--- config.mk ---
export PLATFORM = sky130hd
export DESIGN_NAME = checksummed_packet_deframer
export DESIGN_NICKNAME = d
export VERILOG_FILES = /design/src/sv/ckpd_pkg.sv /design/src/sv/checksummed_packet_deframer.sv
export SDC_FILE = /design/constraint.sdc
export NUM_CORES = 1
export LEC_CHECK = 0
export ABC_CLOCK_PERIOD_IN_PS = 3100
export BUFFER_PORTS_ARGS = -buffer_cell sky130_fd_sc_hd__buf_2
export CAP_MARGIN = 20
export CORE_ASPECT_RATIO = 1.1
export CORE_MARGIN = 3
export CORE_UTILIZATION = 55
export DETAILED_ROUTE_END_ITERATION = 10
export PLACE_DENSITY = 0.85
export SLEW_MARGIN = 30
export SYNTH_ARGS = -nofsm -noshare
export SYNTH_HDL_FRONTEND = slang
export SYNTH_SLANG_ARGS = --single-unit
--- constraint.sdc ---
create_clock -name clk -period 3.1 [get_ports clk]
set_input_delay 0.155 -clock clk [delete_from_list [all_inputs] [get_ports clk]]
set_output_delay 0.155 -clock clk [all_outputs]
set_load 0.02 [all_outputs]
--- src/sv/ckpd_pkg.sv ---
// ----------------------------------------------------------------------------
// ckpd_pkg
// Shared types and constants for the checksummed packet deframer.
// ----------------------------------------------------------------------------
package ckpd_pkg;

	localparam int DEFAULT_MAX_PAYLOAD = 1024;

	localparam logic [7:0]  START_A  = 8'hA0;
	localparam logic [7:0]  START_B  = 8'hA2;
	localparam logic [7:0]  END_A    = 8'hB0;
	localparam logic [7:0]  END_B    = 8'hB3;
	localparam logic [14:0] SUM_MASK = 15'h7FFF;

	typedef enum logic [3:0] {
		PH_HUNT0,
		PH_HUNT1,
		PH_LEN_LO,
		PH_LEN_HI,
		PH_PAYLOAD,
		PH_CK_LO,
		PH_CK_HI,
		PH_END0,
		PH_END1
	} phase_t;

	typedef enum logic [1:0] {
		KIND_TYPE = 2'd0,
		KIND_DATA = 2'd1,
		KIND_DONE = 2'd2
	} kind_t;

	typedef enum logic [2:0] {
		ST_OK           = 3'd0,
		ST_BAD_START    = 3'd1,
		ST_BAD_LENGTH   = 3'd2,
		ST_BAD_CHECKSUM = 3'd3,
		ST_BAD_END      = 3'd4
	} status_t;

	typedef struct packed {
		kind_t       kind;
		logic [7:0]  value;
		status_t     status;
		logic [15:0] payload_length;
	} result_t;

endpackage

--- src/sv/checksummed_packet_deframer.sv ---
// ----------------------------------------------------------------------------
// checksummed_packet_deframer
// Cuts a received byte stream into length-prefixed frames with a 15-bit sum
// checksum, emitting type and data bytes and one status item per frame.
// ----------------------------------------------------------------------------
// The block takes one byte per clock cycle while in_stall is low, with no bubbles between bytes.
// Each byte is decoded by the frame state machine in the cycle it is
// accepted, and any result it causes is registered before it reaches the output.
// Results pass through an output register backed by a one-entry skid buffer,
// so input transfers continue while a result waits on a stalled output; the
// input stalls only once the skid buffer holds a result as well.
module checksummed_packet_deframer
	import ckpd_pkg::*;
#(
	parameter int MAX_PAYLOAD = DEFAULT_MAX_PAYLOAD
) (
	input  logic        clk,
	input  logic        arst_n,
	input  logic        in_valid,
	output logic        in_stall,
	input  logic [7:0]  rx_byte,
	output logic        out_valid,
	input  logic        out_stall,
	output logic [1:0]  kind,
	output logic [7:0]  value,
	output logic [2:0]  status,
	output logic [15:0] payload_length
);

	localparam logic [15:0] MAX_LEN = 16'(MAX_PAYLOAD);

	phase_t      phase_q, phase_d;
	logic [15:0] frame_length_q;
	logic [15:0] byte_count_q;
	logic [14:0] running_sum_q;
	logic [7:0]  checksum_low_byte_q;

	logic        in_accept;
	logic [15:0] length_rx;
	logic [15:0] count_next;
	logic [15:0] checksum_rx;
	logic        length_bad;

	logic        res_push;
	result_t     res;

	logic        out_valid_q;
	result_t     out_q;
	logic        skid_valid_q;
	result_t     skid_q;
	logic        out_free;

	assign in_stall    = skid_valid_q;
	assign in_accept   = in_valid && !in_stall;
	assign length_rx   = {rx_byte, frame_length_q[7:0]};
	assign count_next  = byte_count_q + 16'd1;
	assign checksum_rx = {rx_byte, checksum_low_byte_q};
	assign length_bad  = (length_rx == 16'd0) || (length_rx > MAX_LEN);

	always_comb begin
		phase_d = phase_q;
		if (in_accept) begin
			unique case (phase_q)
				PH_HUNT0: begin
					if (rx_byte == START_A) phase_d = PH_HUNT1;
				end
				PH_HUNT1: begin
					if (rx_byte == START_B) phase_d = PH_LEN_LO;
					else if (rx_byte == START_A) phase_d = PH_HUNT1;
					else phase_d = PH_HUNT0;
				end
				PH_LEN_LO: phase_d = PH_LEN_HI;
				PH_LEN_HI: phase_d = length_bad ? PH_HUNT0 : PH_PAYLOAD;
				PH_PAYLOAD: begin
					if (count_next >= frame_length_q) phase_d = PH_CK_LO;
				end
				PH_CK_LO: phase_d = PH_CK_HI;
				PH_CK_HI: begin
					phase_d = (checksum_rx != {1'b0, running_sum_q}) ? PH_HUNT0 : PH_END0;
				end
				PH_END0: phase_d = (rx_byte != END_A) ? PH_HUNT0 : PH_END1;
				PH_END1: phase_d = PH_HUNT0;
				default: phase_d = PH_HUNT0;
			endcase
		end
	end

	always_comb begin
		res_push = 1'b0;
		res      = '{kind: KIND_DONE, value: 8'd0, status: ST_OK, payload_length: 16'd0};
		if (in_accept) begin
			unique case (phase_q)
				PH_HUNT1: begin
					if (rx_byte != START_B) begin
						res_push   = 1'b1;
						res.status = ST_BAD_START;
					end
				end
				PH_LEN_HI: begin
					if (length_bad) begin
						res_push           = 1'b1;
						res.status         = ST_BAD_LENGTH;
						res.payload_length = length_rx;
					end
				end
				PH_PAYLOAD: begin
					res_push  = 1'b1;
					res.kind  = (byte_count_q == 16'd0) ? KIND_TYPE : KIND_DATA;
					res.value = rx_byte;
				end
				PH_CK_HI: begin
					if (checksum_rx != {1'b0, running_sum_q}) begin
						res_push           = 1'b1;
						res.status         = ST_BAD_CHECKSUM;
						res.payload_length = frame_length_q;
					end
				end
				PH_END0: begin
					if (rx_byte != END_A) begin
						res_push           = 1'b1;
						res.status         = ST_BAD_END;
						res.payload_length = frame_length_q;
					end
				end
				PH_END1: begin
					res_push           = 1'b1;
					res.status         = (rx_byte != END_B) ? ST_BAD_END : ST_OK;
					res.payload_length = frame_length_q;
				end
				default: res_push = 1'b0;
			endcase
		end
	end

	always_ff @(posedge clk or negedge arst_n) begin
		if (!arst_n) begin
			phase_q             <= PH_HUNT0;
			frame_length_q      <= 16'd0;
			byte_count_q        <= 16'd0;
			running_sum_q       <= 15'd0;
			checksum_low_byte_q <= 8'd0;
		end else begin
			phase_q <= phase_d;
			if (in_accept) begin
				unique case (phase_q)
					PH_LEN_LO: frame_length_q <= {8'd0, rx_byte};
					PH_LEN_HI: begin
						frame_length_q <= length_rx;
						if (!length_bad) begin
							byte_count_q  <= 16'd0;
							running_sum_q <= 15'd0;
						end
					end
					PH_PAYLOAD: begin
						running_sum_q <= (running_sum_q + {7'd0, rx_byte}) & SUM_MASK;
						byte_count_q  <= count_next;
					end
					PH_CK_LO: checksum_low_byte_q <= rx_byte;
					default: begin
					end
				endcase
			end
		end
	end

	assign out_free = !out_valid_q || !out_stall;

	always_ff @(posedge clk or negedge arst_n) begin
		if (!arst_n) begin
			out_valid_q  <= 1'b0;
			skid_valid_q <= 1'b0;
		end else if (out_free) begin
			out_valid_q  <= skid_valid_q || res_push;
			skid_valid_q <= 1'b0;
		end else if (res_push) begin
			skid_valid_q <= 1'b1;
		end
	end

	always_ff @(posedge clk) begin
		if (out_free) begin
			out_q <= skid_valid_q ? skid_q : res;
		end else if (res_push) begin
			skid_q <= res;
		end
	end

	assign out_valid      = out_valid_q;
	assign kind           = out_q.kind;
	assign value          = out_q.value;
	assign status         = out_q.status;
	assign payload_length = out_q.payload_length;

endmodule

==> impl_metrics.toml <==
[status]
outcome = "completed"

[floorplan]
dieArea_mm2 = 0.0127
num_rows = 40
num_io_pins = 43
die_x_um = 108
fp.coreArea_mm2 = 0.0110
initial_core_util = 0.569
die_y_um = 118

[clocking]
insertion_delay_ns = 0.42
clock-sinks = 119
htree_levels = 4
clockBufferDepth = 2
tritoncts = "yes"
clk_pin_slew_ns = 0.05
cts_root_buf = "clkbuf_16"
numCtsBuffers = 17

[timing]
drv_slew = 0
finalSetupViolations = 0
clock_skew_ns = 0.00800
slew_headroom = 0.562
tightest_slew_ns = 0.655
period_share = 0.969
final.min_clock_period_ns = 3.00
fin_hold_ws_ns = 0.141
clock.fmax_mhz = 333
hold_violations = 0

[logic_synthesis]
synth-edff-count = 58
async_flop_share = 0.513
seq_area_frac_synth = 0.522
syn_nets = 598
ys_warn_count = 0
synthFlopType = "dfrtp_1"
synth_cells = 559
syn_area_mm2 = 0.00626
yosysUniqueCellTypes = 71
synth-seq-cells = 119
synth.avg_cell_area_um2 = 11.2

[worst_setup_path]
critPathLaunch = "byte_count_q[0]"
cp-end-kind = "register"
cp.required_ns = 3.40
crit_type = "reg2reg"
cp_max_fo = 6
regToRegStartpoint = "byte_count_q[0]"
worstPathArrival_ns = 3.31
critPathLaunchType = "register"

[place]
gp_congestion = 0.892
postPlaceCellArea_mm2 = 0.00663
io_buffers = 42
dp_hpwl_um = 9480

[global_routing]
antenna_found_initial = 0
grt_pass1_vias = 4660
grt_start_max_net_pins = 37
grt_pass1_wl_um = 22700
grt_overflow = 0
track_usage = 0.230

[detailed_routing]
firstDrtPassIters = 5
post_drt_via_cell_ratio = 6.12
wire_per_inst_um = 18.4
drt-total-wl_um = 14100
vias = 4709
drt_iter0_drc = 369
drc_errors = 0
drtAntennaViolNets = 0

[final_layout]
drive_above_1_share = 0.204
fin_nets = 649
area_delta_synth_final_pct = 16.0
multi_input_comb_area_mm2 = 0.00280
utilization = 0.659
regArea_mm2 = 0.00327
fillers = 820
fin_area_mm2 = 0.00726
diodes = 0

[power]
ir_drop_uv = 333
p_leak_nw = 3.43
powerDensity_mw_per_mm2 = 611

[hold_path]
hold_class = "in2reg"
hp-start = "rx_byte[2]"

[flow_run]
max_cap_viol_count = 0
==> per-layer routing <==
metal,vias to the layer above,wire (um),track usage
li1,2169,-,-
met1,2275,5760,0.294
met2,228,6880,0.364
met3,37,1060,0.0620
met4,0,442,0.107
met5,-,0,0
==> cells in the final DEF, fill, tap and decap left out, types with 5 or more instances in the layout <==
| master | count |
|---|---|
| dfrtp_1 | 61 |
| edfxtp_1 | 58 |
| buf_2 | 42 |
| nand2_1 | 40 |
| nor2_1 | 30 |
| a22o_1 | 26 |
| a21o_1 | 26 |
| ha_1 | 25 |
| o21ai_0 | 24 |
| inv_1 | 24 |
| xor2_1 | 23 |
| a21oi_1 | 21 |
| clkbuf_16 | 17 |
| buf_4 | 17 |
| o21ai_1 | 14 |
| and2_1 | 13 |
| nand3_1 | 12 |
| xnor2_1 | 10 |
| mux2_2 | 8 |
| nor4_1 | 7 |
| nor2_2 | 6 |
| and3_1 | 6 |
| nand2b_1 | 5 |
| a31oi_1 | 5 |
| o21a_1 | 5 |
| nand4_1 | 5 |
| nor3_2 | 5 |
| and4_1 | 5 |
==> power by group <==
part | total [mW] | internal [mW] | switching (mW)
sequential | 1.91 | 1.78 | 0.127
combinational | 0.646 | 0.241 | 0.405
clock | 1.88 | 1.17 | 0.713
total | 4.44 | 3.19 | 1.24
==> per-stage QoR <==
step	power [mW]	instances	worst slack [ns]	setup TNS, ns
5_1_grt	4.60	770	-0.0543	-0.105
3_3_place_gp	2.50	736	0.0986	0
2_1_floorplan	2.34	559	0.167	0
3_5_place_dp	2.55	736	-0.00637	-0.00637
4_1_cts	4.42	769	0.0328	0
6_report	4.44	770	0.0957	0
==> repair_timing <==
| item | 4_1_cts | 5_1_grt |
|---|---|---|
| endpoints found under the hold margin | 25 | 0 |
| pin swaps | 0 | 2 |
| hold buffers | 1 | 0 |
| resized for setup | 1 | 8 |
| endpoints found under the setup margin | 2 | 4 |
| buffers inserted | 0 | 1 |
==> flip-flops by register name, indices dropped and copies added (netlist names), 4 cells and up <==
name,count
phase_q,4
skid_q,29
frame_length_q,16
payload_length,16
byte_count_q,16
running_sum_q,15
checksum_low_byte_q,8
value,8
==> layout make-up <==
cell class	count	share of cell area
clock inverters	14	0.0184
well taps	147	0.0253
multi-input cells	387	0.386
inverters	25	0.0129
flip-flops and latches	119	0.450
repair buffers	60	0.0479
clock buffers	18	0.0591
==> critical path: stages, from the launching register on <==
cell and delay, ns:
dfrtp_1 0.45, ha_4 0.19, nand3_1 0.12, nor2_2 0.18, and2_2 0.22, nand3_1 0.12
xnor2_1 0.15, ha_1 0.31, a21oi_1 0.16, nand2_1 0.10, a221oi_2 0.35, a31oi_4 0.14
buf_4 0.15, a32o_1 0.25
==> final timing paths <==
path                                                to  slack, ns  depth (start not counted)
min in group asynchronous       checksum_low_byte_q[1]       0.27                          2
worst min register to register       running_sum_q[14]       0.51                          1
worst max-delay path                        phase_q[2]        0.1                         13
worst max register to register              phase_q[2]        0.1                         13
worst min-delay path                 frame_length_q[2]       0.14                          3
max in group asynchronous                    out_valid       1.93                          3
==> cell usage after synthesis (4+ instances only) <==
cell type / instances / area, um2
a21oi_1: 21 / 105
ha_1: 26 / 325
nand3_1: 12 / 60.1
nand4_1: 5 / 31.3
and2_1: 14 / 87.6
o211ai_1: 4 / 30.0
nor3_2: 4 / 40.0
inv_1: 24 / 90.1
nand2b_1: 5 / 31.3
nor4_1: 7 / 43.8
buf_6: 4 / 45.0
o21a_1: 5 / 37.5
o21ai_0: 24 / 120
nand2_1: 40 / 150
and4_1: 5 / 43.8
nor2_2: 4 / 25.0
mux2_2: 8 / 90.1
and3_1: 6 / 37.5
o21ai_1: 14 / 70.1
a22o_1: 26 / 228
edfxtp_1: 58 / 1740
dfrtp_1: 61 / 1530
a31oi_1: 6 / 37.5
nor2_1: 32 / 120
a21o_1: 26 / 195
xnor2_1: 10 / 87.6
o31ai_1: 4 / 30.0
buf_2: 14 / 70.1
nor3_1: 5 / 25.0
clkbuf_1: 8 / 30.0
xor2_1: 24 / 210
==> cell families (layout without fill, tap and decap cells) <==
group | Yosys count | in the layout | synth area share
AND/OR/NAND/NOR | 159 | 159 | 0.141
AO/OA/AOI/OAI | 155 | 155 | 0.173
buffers and inverters | 53 | 117 | 0.0400
flip-flops | 119 | 119 | 0.522
XOR/XNOR | 34 | 34 | 0.0476
adder cells (fa/ha/maj) | 27 | 27 | 0.0552
multiplexers | 12 | 12 | 0.0212
No activity file was read; power rests on OpenSTA's default activity.
